File: src/hdl/ftoc_pkg.sv
// Shared types, constants and the digit step for the frame time offset check.
package ftoc_pkg;

    // Field widths
    localparam int SyncW   = 32;
    localparam int TcW     = 32;
    localparam int HourW   = 5;
    localparam int MinW    = 6;
    localparam int SecW    = 6;
    localparam int DiffW   = 18;
    localparam int DayW    = 10;
    localparam int FsecW   = 17;
    localparam int ThrW    = 16;
    localparam int SodW    = 17;
    localparam int CfgIdxW = 2;
    localparam int CfgW    = 32;

    // Time constants
    localparam int SecPerDay  = 86400;
    localparam int SecPerHour = 3600;
    localparam int SecPerMin  = 60;

    // Register indexes
    localparam logic [CfgIdxW-1:0] RegMidnightThr = 2'd0;
    localparam logic [CfgIdxW-1:0] RegExpectedSync = 2'd1;
    localparam logic [CfgIdxW-1:0] RegCheckSync = 2'd2;

    // Register reset values
    localparam logic [ThrW-1:0]  MidnightThrRst  = 16'd60;
    localparam logic [SyncW-1:0] ExpectedSyncRst = 32'hABAD_DEED;
    localparam logic             CheckSyncRst    = 1'b1;

    // Status codes
    localparam logic StatusOk       = 1'b0;
    localparam logic StatusMisalign = 1'b1;

    typedef struct packed {
        logic [ThrW-1:0]  midnight_threshold;
        logic [SyncW-1:0] expected_sync;
        logic             check_sync;
    } cfg_t;

    // Running decimal value of a hex numeral, and whether reading stopped
    typedef struct packed {
        logic             stop;
        logic [FsecW-1:0] acc;
    } dec_t;

    // Take one nibble as a decimal digit; stop at the first nibble above nine.
    // Leading zero nibbles keep the value at zero, so they need no special case.
    function automatic dec_t bcd_step(dec_t cur, logic [3:0] nib);
        dec_t r;
        r = cur;
        if (!cur.stop)
        begin
            if (nib > 4'd9)
            begin
                r.stop = 1'b1;
            end
            else
            begin
                r.acc = FsecW'(cur.acc * FsecW'(10) + FsecW'(nib));
            end
        end
        return r;
    endfunction

endpackage

File: src/hdl/ftoc_if.sv
// Valid/ready channel interfaces for frame header items and check results.
interface ftoc_in_if import ftoc_pkg::*; ();
    logic             valid;
    logic             ready;
    logic [SyncW-1:0] sync_word;
    logic [TcW-1:0]   timecode_word;
    logic [HourW-1:0] ref_hour;
    logic [MinW-1:0]  ref_minute;
    logic [SecW-1:0]  ref_second;

    modport source (output valid, sync_word, timecode_word, ref_hour, ref_minute,
                    ref_second, input ready);
    modport sink (input valid, sync_word, timecode_word, ref_hour, ref_minute,
                  ref_second, output ready);
endinterface

interface ftoc_out_if import ftoc_pkg::*; ();
    logic                    valid;
    logic                    ready;
    logic signed [DiffW-1:0] second_diff;
    logic                    status;
    logic [DayW-1:0]         frame_day;
    logic [FsecW-1:0]        frame_second;

    modport source (output valid, second_diff, status, frame_day, frame_second,
                    input ready);
    modport sink (input valid, second_diff, status, frame_day, frame_second,
                  output ready);
endinterface

File: src/hdl/ftoc_cfg_regs.sv
// Configuration registers written through the plain write port.
module ftoc_cfg_regs import ftoc_pkg::*;
(
    input  logic               clk,
    input  logic               rst_n,
    input  logic               cfg_we,
    input  logic [CfgIdxW-1:0] cfg_index,
    input  logic [CfgW-1:0]    cfg_wdata,
    output cfg_t               cfg
);

    cfg_t cfg_reg;

    // Write the addressed register; ignore unknown indexes
    always_ff @(posedge clk or negedge rst_n)
    begin
        if (!rst_n)
        begin
            cfg_reg.midnight_threshold <= MidnightThrRst;
            cfg_reg.expected_sync      <= ExpectedSyncRst;
            cfg_reg.check_sync         <= CheckSyncRst;
        end
        else if (cfg_we)
        begin
            case (cfg_index)
                RegMidnightThr:  cfg_reg.midnight_threshold <= cfg_wdata[ThrW-1:0];
                RegExpectedSync: cfg_reg.expected_sync      <= cfg_wdata[SyncW-1:0];
                RegCheckSync:    cfg_reg.check_sync         <= cfg_wdata[0];
                default:         ;
            endcase
        end
    end

    assign cfg = cfg_reg;

endmodule

File: src/hdl/frame_time_offset_check.sv
// Top level: three-stage pipeline checking frame sync and time against a reference.
//
//  channel   dir  handshake          payload
//  in_ch     in   valid/ready        sync_word, timecode_word, ref_hour/minute/second
//  out_ch    out  valid/ready        second_diff, status, frame_day, frame_second
//  cfg       in   cfg_we (no ready)  cfg_index, cfg_wdata
//
// One item enters per cycle while out_ch back-pressure leaves room in the stages;
// its result is valid once it is in the stage 3 register. Stage 1 compares sync,
// decodes the day and the upper seconds digits and forms the reference second of
// day; stage 2 finishes the seconds digits and sets the reference window flags;
// stage 3 applies the midnight correction and is the output register.
// Reset clears all valid bits and loads register defaults.
// A stage holds its item while the stage after it is full and not moving.
module frame_time_offset_check import ftoc_pkg::*;
(
    input  logic               clk,
    input  logic               rst_n,
    ftoc_in_if.sink            in_ch,
    ftoc_out_if.source         out_ch,
    input  logic               cfg_we,
    input  logic [CfgIdxW-1:0] cfg_index,
    input  logic [CfgW-1:0]    cfg_wdata
);

    localparam logic [DiffW-1:0] Day18 = DiffW'(SecPerDay);

    cfg_t cfg;

    ftoc_cfg_regs u_cfg_regs
    (
        .clk       (clk),
        .rst_n     (rst_n),
        .cfg_we    (cfg_we),
        .cfg_index (cfg_index),
        .cfg_wdata (cfg_wdata),
        .cfg       (cfg)
    );

    // Stage registers
    logic             s1_valid_reg, s2_valid_reg, s3_valid_reg;
    logic             s1_mis_reg, s2_mis_reg, s3_mis_reg;
    logic [DayW-1:0]  s1_day_reg, s2_day_reg, s3_day_reg;
    dec_t             s1_sec_reg;
    logic [7:0]       s1_sec_lo_reg;
    logic [SodW-1:0]  s1_sod_reg, s2_sod_reg;
    logic [FsecW-1:0] s2_m5_reg, s3_m5_reg;
    logic             s2_late_reg, s2_early_reg;
    logic [DiffW-1:0] s3_diff_reg;

    // Stage enables
    logic rdy1, rdy2, rdy3;
    assign rdy3 = !s3_valid_reg || out_ch.ready;
    assign rdy2 = !s2_valid_reg || rdy3;
    assign rdy1 = !s1_valid_reg || rdy2;
    assign in_ch.ready = rdy1;

    // Stage 1: sync compare, day decode, upper seconds digits, reference second of day
    logic             s1_mis_next;
    dec_t             day_d0, day_d1, day_d2;
    dec_t             sec_d0, sec_d1, s1_sec_next;
    logic [SodW-1:0]  s1_sod_next;

    always_comb
    begin
        s1_mis_next = cfg.check_sync && (in_ch.sync_word != cfg.expected_sync);
        day_d0 = bcd_step('0, in_ch.timecode_word[31:28]);
        day_d1 = bcd_step(day_d0, in_ch.timecode_word[27:24]);
        day_d2 = bcd_step(day_d1, in_ch.timecode_word[23:20]);
        sec_d0 = bcd_step('0, in_ch.timecode_word[19:16]);
        sec_d1 = bcd_step(sec_d0, in_ch.timecode_word[15:12]);
        s1_sec_next = bcd_step(sec_d1, in_ch.timecode_word[11:8]);
        s1_sod_next = SodW'(in_ch.ref_hour * SodW'(SecPerHour))
                    + SodW'(in_ch.ref_minute * SodW'(SecPerMin))
                    + SodW'(in_ch.ref_second);
    end

    // Stage 2: last seconds digits and reference window flags
    dec_t             sec_d3, sec_d4;
    logic [DiffW-1:0] day_minus_thr;
    logic             s2_late_next, s2_early_next;

    always_comb
    begin
        sec_d3 = bcd_step(s1_sec_reg, s1_sec_lo_reg[7:4]);
        sec_d4 = bcd_step(sec_d3, s1_sec_lo_reg[3:0]);
        day_minus_thr = Day18 - DiffW'(cfg.midnight_threshold);
        s2_late_next  = DiffW'(s1_sod_reg) > day_minus_thr;
        s2_early_next = DiffW'(s1_sod_reg) < DiffW'(cfg.midnight_threshold);
    end

    // Stage 3: midnight correction
    logic             wrap_late, wrap_early;
    logic [DiffW-1:0] base_diff, s3_diff_next;

    always_comb
    begin
        wrap_late  = s2_late_reg && (DiffW'(s2_m5_reg) < DiffW'(cfg.midnight_threshold));
        wrap_early = s2_early_reg && (DiffW'(s2_m5_reg) > day_minus_thr);
        base_diff  = DiffW'(s2_sod_reg) - DiffW'(s2_m5_reg);
        if (wrap_late)
        begin
            s3_diff_next = base_diff - Day18;
        end
        else if (wrap_early)
        begin
            s3_diff_next = base_diff + Day18;
        end
        else
        begin
            s3_diff_next = base_diff;
        end
    end

    // Advance valid bits
    always_ff @(posedge clk or negedge rst_n)
    begin
        if (!rst_n)
        begin
            s1_valid_reg <= 1'b0;
            s2_valid_reg <= 1'b0;
            s3_valid_reg <= 1'b0;
        end
        else
        begin
            if (rdy1)
            begin
                s1_valid_reg <= in_ch.valid;
            end
            if (rdy2)
            begin
                s2_valid_reg <= s1_valid_reg;
            end
            if (rdy3)
            begin
                s3_valid_reg <= s2_valid_reg;
            end
        end
    end

    // Advance payload
    always_ff @(posedge clk)
    begin
        if (rdy1)
        begin
            s1_mis_reg    <= s1_mis_next;
            s1_day_reg    <= day_d2.acc[DayW-1:0];
            s1_sec_reg    <= s1_sec_next;
            s1_sec_lo_reg <= in_ch.timecode_word[7:0];
            s1_sod_reg    <= s1_sod_next;
        end
        if (rdy2)
        begin
            s2_mis_reg   <= s1_mis_reg;
            s2_day_reg   <= s1_day_reg;
            s2_m5_reg    <= sec_d4.acc;
            s2_sod_reg   <= s1_sod_reg;
            s2_late_reg  <= s2_late_next;
            s2_early_reg <= s2_early_next;
        end
        if (rdy3)
        begin
            s3_mis_reg  <= s2_mis_reg;
            s3_day_reg  <= s2_day_reg;
            s3_m5_reg   <= s2_m5_reg;
            s3_diff_reg <= s3_diff_next;
        end
    end

    // Drive results; zero the fields on a misaligned frame
    assign out_ch.valid        = s3_valid_reg;
    assign out_ch.status       = s3_mis_reg ? StatusMisalign : StatusOk;
    assign out_ch.second_diff  = s3_mis_reg ? '0 : $signed(s3_diff_reg);
    assign out_ch.frame_day    = s3_mis_reg ? '0 : s3_day_reg;
    assign out_ch.frame_second = s3_mis_reg ? '0 : s3_m5_reg;

    // Checks
    a_in_to_s1: assert property (@(posedge clk) disable iff (!rst_n)
        in_ch.valid && in_ch.ready |=> s1_valid_reg)
        else $error("accepted item did not reach stage 1");

    a_s2_hold: assert property (@(posedge clk) disable iff (!rst_n)
        s2_valid_reg && !rdy3 |=> s2_valid_reg && $stable(s2_m5_reg))
        else $error("stage 2 item lost during stall");

    a_mis_zero: assert property (@(posedge clk) disable iff (!rst_n)
        s3_valid_reg && s3_mis_reg |-> out_ch.second_diff == '0 && out_ch.frame_day == '0
        && out_ch.frame_second == '0)
        else $error("misaligned result carries nonzero fields");

    a_sec_range: assert property (@(posedge clk) disable iff (!rst_n)
        s2_valid_reg |-> s2_m5_reg < FsecW'(100000))
        else $error("decoded seconds out of range");

    a_day_range: assert property (@(posedge clk) disable iff (!rst_n)
        s1_valid_reg |-> s1_day_reg < DayW'(1000))
        else $error("decoded day out of range");

endmodule
File: src/flat_wrapper.sv
// flat-port wrapper written by rule: the top's interface ports become plain ports
module frame_time_offset_check_flat import ftoc_pkg::*;
  (clk, rst_n, cfg_we, cfg_index, cfg_wdata, in_ch_valid, in_ch_sync_word, in_ch_timecode_word, in_ch_ref_hour, in_ch_ref_minute, in_ch_ref_second, in_ch_ready, out_ch_valid, out_ch_second_diff, out_ch_status, out_ch_frame_day, out_ch_frame_second, out_ch_ready);
  ftoc_in_if in_ch_i ();
  ftoc_out_if out_ch_i ();
  input  logic clk;
  input  logic rst_n;
  input  logic cfg_we;
  input  logic [CfgIdxW-1:0] cfg_index;
  input  logic [CfgW-1:0] cfg_wdata;
  input wire logic [$bits(in_ch_i.valid)-1:0] in_ch_valid;
  input wire logic [$bits(in_ch_i.sync_word)-1:0] in_ch_sync_word;
  input wire logic [$bits(in_ch_i.timecode_word)-1:0] in_ch_timecode_word;
  input wire logic [$bits(in_ch_i.ref_hour)-1:0] in_ch_ref_hour;
  input wire logic [$bits(in_ch_i.ref_minute)-1:0] in_ch_ref_minute;
  input wire logic [$bits(in_ch_i.ref_second)-1:0] in_ch_ref_second;
  output wire logic [$bits(in_ch_i.ready)-1:0] in_ch_ready;
  output wire logic [$bits(out_ch_i.valid)-1:0] out_ch_valid;
  output wire logic [$bits(out_ch_i.second_diff)-1:0] out_ch_second_diff;
  output wire logic [$bits(out_ch_i.status)-1:0] out_ch_status;
  output wire logic [$bits(out_ch_i.frame_day)-1:0] out_ch_frame_day;
  output wire logic [$bits(out_ch_i.frame_second)-1:0] out_ch_frame_second;
  input wire logic [$bits(out_ch_i.ready)-1:0] out_ch_ready;
  assign in_ch_i.valid = in_ch_valid;
  assign in_ch_i.sync_word = in_ch_sync_word;
  assign in_ch_i.timecode_word = in_ch_timecode_word;
  assign in_ch_i.ref_hour = in_ch_ref_hour;
  assign in_ch_i.ref_minute = in_ch_ref_minute;
  assign in_ch_i.ref_second = in_ch_ref_second;
  assign in_ch_ready = in_ch_i.ready;
  assign out_ch_valid = out_ch_i.valid;
  assign out_ch_second_diff = out_ch_i.second_diff;
  assign out_ch_status = out_ch_i.status;
  assign out_ch_frame_day = out_ch_i.frame_day;
  assign out_ch_frame_second = out_ch_i.frame_second;
  assign out_ch_i.ready = out_ch_ready;
  frame_time_offset_check u_core (.clk(clk), .rst_n(rst_n), .in_ch(in_ch_i), .out_ch(out_ch_i), .cfg_we(cfg_we), .cfg_index(cfg_index), .cfg_wdata(cfg_wdata));
endmodule
File: config.mk
export PLATFORM = sky130hd
export DESIGN_NAME = frame_time_offset_check_flat
export DESIGN_NICKNAME = d
export VERILOG_FILES = /design/src/hdl/ftoc_pkg.sv /design/src/hdl/ftoc_if.sv /design/src/hdl/ftoc_cfg_regs.sv /design/src/hdl/frame_time_offset_check.sv /design/src/flat_wrapper.sv
export SDC_FILE = /design/constraint.sdc
export NUM_CORES = 1
export LEC_CHECK = 0
export BUFFER_PORTS_ARGS = -buffer_cell sky130_fd_sc_hd__buf_2
export CAP_MARGIN = 20
export CORE_UTILIZATION = 40
export CTS_CLUSTER_DIAMETER = 40
export CTS_CLUSTER_SIZE = 25
export DETAILED_ROUTE_END_ITERATION = 10
export GPL_TIMING_DRIVEN = 0
export SETUP_SLACK_MARGIN = 0.15
export SKIP_CTS_REPAIR_TIMING = 1
export SYNTH_ARGS = -nofsm -noshare
export SYNTH_HDL_FRONTEND = slang
export SYNTH_SLANG_ARGS = --single-unit
File: constraint.sdc
create_clock -name clk -period 8.27 [get_ports clk]
set_input_delay 1.654 -clock clk [delete_from_list [all_inputs] [get_ports clk]]
set_output_delay 1.654 -clock clk [all_outputs]
set_load 0.03 [all_outputs]
# --- After elaboration in Yosys (flattened, before gate mapping) ---
# Cells that the tools add are included.
op_classes:
  addsub: 12
  multipliers: 8
  div: 0
  n_lt_le_gt_ge: 12
  n_eq_ne: 3
  shifts: 0
  muxes: 26
  n_bitwise: 0
  reduce_logical: 13
op_table:
  columns: ["op", "count"]
  rows:
  - ["17-bit two-way mux", 8]
  - ["18-bit two-way mux", 6]
  - ["17-bit by 4-bit adder with 17-bit output", 5]
  - ["17-bit by 3-bit multiplier with 16-bit output (second input constant)", 3]
  - ["17-bit by 18-bit greater-than comparator with 1-bit output", 2]
  - ["17-bit by 16-bit less-than comparator with 1-bit output", 2]
  - ["4-bit greater-than comparator (second input constant)", 8]
  - ["32-bit != test", 1]
  - ["10-bit two-way mux", 3]
  - ["18-bit by 17-bit adder with 18-bit output (second input constant)", 1]
  - ["17-bit by 16-bit subtractor with 18-bit output (first input constant)", 1]
  - ["17-bit by 17-bit subtractor with 18-bit output", 1]
  - ["18-bit by 17-bit subtractor with 18-bit output (second input constant)", 1]
  - ["17-bit by 12-bit adder with 17-bit output", 1]
  - ["17-bit by 6-bit adder with 17-bit output", 1]
  - ["17-bit by 3-bit multiplier with 9-bit output (second input constant)", 1]
  - ["4-bit by 3-bit multiplier with 7-bit output (second input constant)", 2]
  - ["5-bit by 8-bit multiplier with 13-bit output (second input constant)", 1]
  - ["10-bit by 4-bit adder with 10-bit output", 1]
  - ["6-bit by 4-bit multiplier with 10-bit output (second input constant)", 1]
  - ["4-bit two-way mux", 2]
  - ["1-bit two-way mux", 7]
  - ["2-bit AND reduction", 3]
  - ["1-bit logical AND", 3]
  - ["other kinds (5)", 9]
totals:
  regBits: 199
  latch_bits: 0
  mem_bits_rw: 0
  mem_bits_ro: 0
  inputBits: 120
  out_inout_bits: 48
  wordCells: 96
  memories: 0

# --- Logic depth before layout (Yosys ltp) ---
logic_depth:
  depth_word: 10
  depth_mapped: 23
  depth_no_buf: 23

# --- Modules after synthesis ---
# A second synthesis with hierarchy kept.
unflattened:
  cells_unflattened: 1555
  area_unflattened_um2: 16126.7
modules_own_cells:
  columns: ["module", "instances", "cells_each", "area_each_um2", "seq_area_each_um2"]
  rows:
  - ["frame_time_offset_check", 1, 1450, 14224.9, 4399.2]
  - ["ftoc_cfg_regs", 1, 105, 1901.8, 1260.0]

# --- Worst setup path before layout ---
# OpenSTA, ideal clock, no wires.
synth_path:
  path_type: "input to register"
  from: "input port in_ch_ref_minute[0]"
  to: "register u_core.s1_sod_reg[15] (data pin)"
  setup_ps: 262
  arrival_ps: 5389
  required_ps: 8008
  slack_ps: 2619
  cell_stages: 17
  n_path_buf: 0
  cell_sequence: "fa_1 inv_1 fa_1 fa_1 fa_1 inv_1 ha_1 a21o_1 a21oi_1 o21bai_1 a21oi_1 o21bai_1 a21oi_1 o21bai_1 a21oi_1 nor2_1 xnor2_1"
synth_between:
  elab_chain_cells: 3
synth_rtl:
  columns: ["element", "line", "rtl"]
  rows:
  - ["start, declared", "flat_wrapper.sv:15", "input wire logic [$bits(in_ch_i.ref_minute)-1:0] in_ch_ref_minute;"]
  - ["6-bit by 4-bit multiplier with 10-bit output", "frame_time_offset_check.sv:74", "+ SodW'(in_ch.ref_minute * SodW'(SecPerMin))"]
  - ["17-bit by 12-bit adder with 17-bit output", "frame_time_offset_check.sv:74", null]
  - ["17-bit by 6-bit adder with 17-bit output", "frame_time_offset_check.sv:75", "+ SodW'(in_ch.ref_second);"]
  - ["via u_core.s1_sod_next[15]", "frame_time_offset_check.sv:62", "logic [SodW-1:0] s1_sod_next;"]
  - ["end signal, assigned", "frame_time_offset_check.sv:150", "s1_sod_reg <= s1_sod_next;"]
  - ["end, declared", "frame_time_offset_check.sv:46", "logic [SodW-1:0] s1_sod_reg, s2_sod_reg;"]
# The timed path passes the listed nets, and every way through them passes these cells.
# A chain may end at the register's enable or synchronous reset.

==> metrics.txt <==
DRC 0; maximum number of pins on one net before global-route repair 38; Synth Flop Type sky130_fd_sc_hd__edfxtp_1; Tcrit/Tclk final 0.7321; commonest cells in the netlist sky130_fd_sc_hd__ha_1 (232), sky130_fd_sc_hd__edfxtp_1 (144), sky130_fd_sc_hd__xnor2_1 (127); clock insertion delay at the later pin of the skew report 0.47 ns; transition time at the pin with the least slew margin 0.8953 ns; number of inserted diodes 0; number of buffers inserted during clock tree synthesis 17; width of the die 201.8 microns; maximum vdd drop 0.0001537 V; flip-flop count of the largest register, all copies and words added 49; initial antenna violation count 1; count of placed standard cells in the final layout, fillers left out 2,290; worst path required time 8.44 ns; Avg Synthesized Cell Area 10.20 sq um; unrepaired setup endpoints after global routing no; largest buffer count on any clock path 2; total of buffers placed on input and output ports 167; root buffer cell sky130_fd_sc_hd__clkbuf_16; hold_ws 0.4207 ns; Rel. slew slack 0.4013; TritonCTS clock tree built; number of synthesized flops with an enable pin 144; RePlAce Congestion 0.8734; worst setup skew after layout 0.01213 ns; Synth async-reset ratio 0.2653; synth warn 0; synthesized netlist net count 1,946; final routed wirelength across all metal layers 36,400 microns; routed wirelength normalized by instance count 15.89 microns; max-slew violation count 0; via count normalized by instance count 5.133; Total Negative Setup Slacks 0 ns; remaining number of nets flagged by the antenna check after routing 0; worst hold start u_core.s2_day_reg[7]$_DFFE_PP_; power density of the placed cells 284.7 nW/um^2; Clock transition at path regs 0.08 ns; result of the run complete, no violations; Gate Count Post-Synth 1,566; share of cells above drive strength 1 0.1687; post-detail-place hpwl 30,130 microns; vertical die dimension 201.8 microns; number of placement rows 72; class of the tightest hold or removal check reg -> reg; dominant cells by area after synthesis sky130_fd_sc_hd__edfxtp_1 (27%), sky130_fd_sc_hd__ha_1 (18%), sky130_fd_sc_hd__xnor2_1 (7.0%); initial DRC count 549; path type of the worst setup path reg -> reg; number of clock sinks 196; final hold violation count 0; final non-filler cell area 18,190 sq um; total power after layout 5.179 mW; die area 40,720 sq um; Worst EP arrival 6.23 ns; startpoint of the worst setup timing path u_core.s1_sec_reg[1]$_DFFE_PP_; leakage power total 8.149 nW; vias post-DR 11,760; I/O Pins 168; global-route usage over all layers 0.1833; number of setup violations in the final report 0; GR Overflow Total 0; startpoint type of the worst setup path flop; post-synthesis instance area 15,970 sq um; global-route wire length before repair 59,290 microns; worst-path fanout max 5; via count of the first global-routing pass 11,720; number of placed instances with taps included 2,258; drt first pass iters 5; most frequently used cell type in the post-synthesis netlist sky130_fd_sc_hd__ha_1; Synth area leader sky130_fd_sc_hd__edfxtp_1; placeable core area 39,010 sq um; portion of the post-synthesis area used by sequential elements 0.3544; startpoint of the most critical register-to-register path u_core.s1_sec_reg[1]$_DFFE_PP_; reg2reg setup slack 2.22 ns; effective utilization at floorplan 0.4094; flip-flop and latch count after synthesis 196; category of the worst setup path capture point flop; count of fill cells added during filler insertion 3,669; achievable clock frequency 165.2 MHz; top-area cell type share of the netlist area 0.2708; Max Cap Viol 0; shortest clock period the worst path allows after layout 6.055 ns; number of distinct library cells after synthesis 74; net count reported at finish 2,139; area growth from synthesis to layout 13.94%; htree depth 4; placed instance area 17,580 sq um
[cells by family after synthesis]
logic type,synth area share
mux,0.03456
flops,0.3544
simple gates,0.1357
other cells,0.0002348
compound gates,0.1291
fa+ha+maj,0.2169
xor+xnor,0.09505
buf+inv,0.03408
[through the flow]
| stage | setup WS [ns] | utilization |
|---|---|---|
| after floorplan | 2.619 | - |
| after global placement | 1.822 | 0.4474 |
| after detailed placement | 2.172 | 0.4507 |
| after CTS | 2.287 | 0.4664 |
| after global routing | 1.925 | 0.4664 |
| final | 2.215 | 0.4664 |
[metal layers]
metal	vias to the layer above	GRT usage	routed length, microns
li1	6003	-	-
met1	5510	0.2467	17590
met2	201	0.2947	16540
met3	39	0.03821	1549
met4	2	0.05655	696
met5	-	0	13
[power breakdown]
part / internal, mW / switching [mW]
clock: 0.436 / 0.420
sequential: 1.44 / 0.180
combinational: 1.15 / 1.56
[path summary, 6_finish.rpt]
| kind | end | depth (start not counted) |
|---|---|---|
| worst max-delay path | u_core.s2_m5_reg[16]$_DFFE_PP_ | 19 |
| worst min-delay path | u_core.s3_day_reg[7]$_DFFE_PP_ | 0 |
| worst max register to register | u_core.s2_m5_reg[16]$_DFFE_PP_ | 19 |
| worst min register to register | u_core.s3_day_reg[7]$_DFFE_PP_ | 0 |
| max in group asynchronous | u_core.u_cfg_regs.cfg[35]$_DFFE_PN1P_ | 2 |
| min in group asynchronous | u_core.u_cfg_regs.cfg[31]$_DFFE_PN0P_ | 1 |
[placed cells by master (no fill, tap or decap), types with 16 or more instances in the layout]
cell	n
sky130_fd_sc_hd__clkbuf_16	17
sky130_fd_sc_hd__xnor2_1	127
sky130_fd_sc_hd__ha_1	232
sky130_fd_sc_hd__o21ai_0	76
sky130_fd_sc_hd__inv_1	116
sky130_fd_sc_hd__edfxtp_1	144
sky130_fd_sc_hd__mux2_2	41
sky130_fd_sc_hd__a21oi_1	81
sky130_fd_sc_hd__nand4_1	24
sky130_fd_sc_hd__a21o_1	43
sky130_fd_sc_hd__fa_1	28
sky130_fd_sc_hd__nand2_1	113
sky130_fd_sc_hd__xor2_1	40
sky130_fd_sc_hd__nor3_1	19
sky130_fd_sc_hd__buf_2	170
sky130_fd_sc_hd__nand3_1	26
sky130_fd_sc_hd__dfstp_2	27
sky130_fd_sc_hd__nand2b_1	16
sky130_fd_sc_hd__clkbuf_1	20
sky130_fd_sc_hd__nor2_1	92
sky130_fd_sc_hd__o21a_1	23
sky130_fd_sc_hd__nor2b_1	71
sky130_fd_sc_hd__dfrtp_1	25
sky130_fd_sc_hd__a211oi_1	16
[critical path: stages (launching register included)]
cell	delay (ns)
sky130_fd_sc_hd__edfxtp_1	0.48
sky130_fd_sc_hd__ha_1	0.34
sky130_fd_sc_hd__ha_1	0.25
sky130_fd_sc_hd__fa_1	0.43
sky130_fd_sc_hd__a211oi_1	0.26
sky130_fd_sc_hd__o21ai_0	0.13
sky130_fd_sc_hd__a22oi_1	0.45
sky130_fd_sc_hd__nand3_1	0.16
sky130_fd_sc_hd__xnor2_1	0.15
sky130_fd_sc_hd__o21ai_0	0.51
sky130_fd_sc_hd__ha_1	0.35
sky130_fd_sc_hd__ha_1	0.37
sky130_fd_sc_hd__nand2_1	0.09
sky130_fd_sc_hd__o31ai_1	0.62
sky130_fd_sc_hd__nor4_1	0.10
sky130_fd_sc_hd__a211oi_1	0.47
sky130_fd_sc_hd__nor3_2	0.11
sky130_fd_sc_hd__xnor3_1	0.24
sky130_fd_sc_hd__xor2_1	0.15
sky130_fd_sc_hd__a21oi_1	0.09
[layout make-up]
type	count	area (sq um)	area share
Clock buffer	17	425.4	0.02338
Tap cell	518	648.1	0.03562
Sequential cell	196	5659	0.3111
Timing Repair Buffer	174	963.4	0.05295
Multi-Input combinational cell	1228	9767	0.5368
Inverter	116	435.4	0.02393
Clock inverter	15	186.4	0.01025
Buffer	26	108.9	0.005983
No activity file was read; power rests on OpenSTA's default activity.
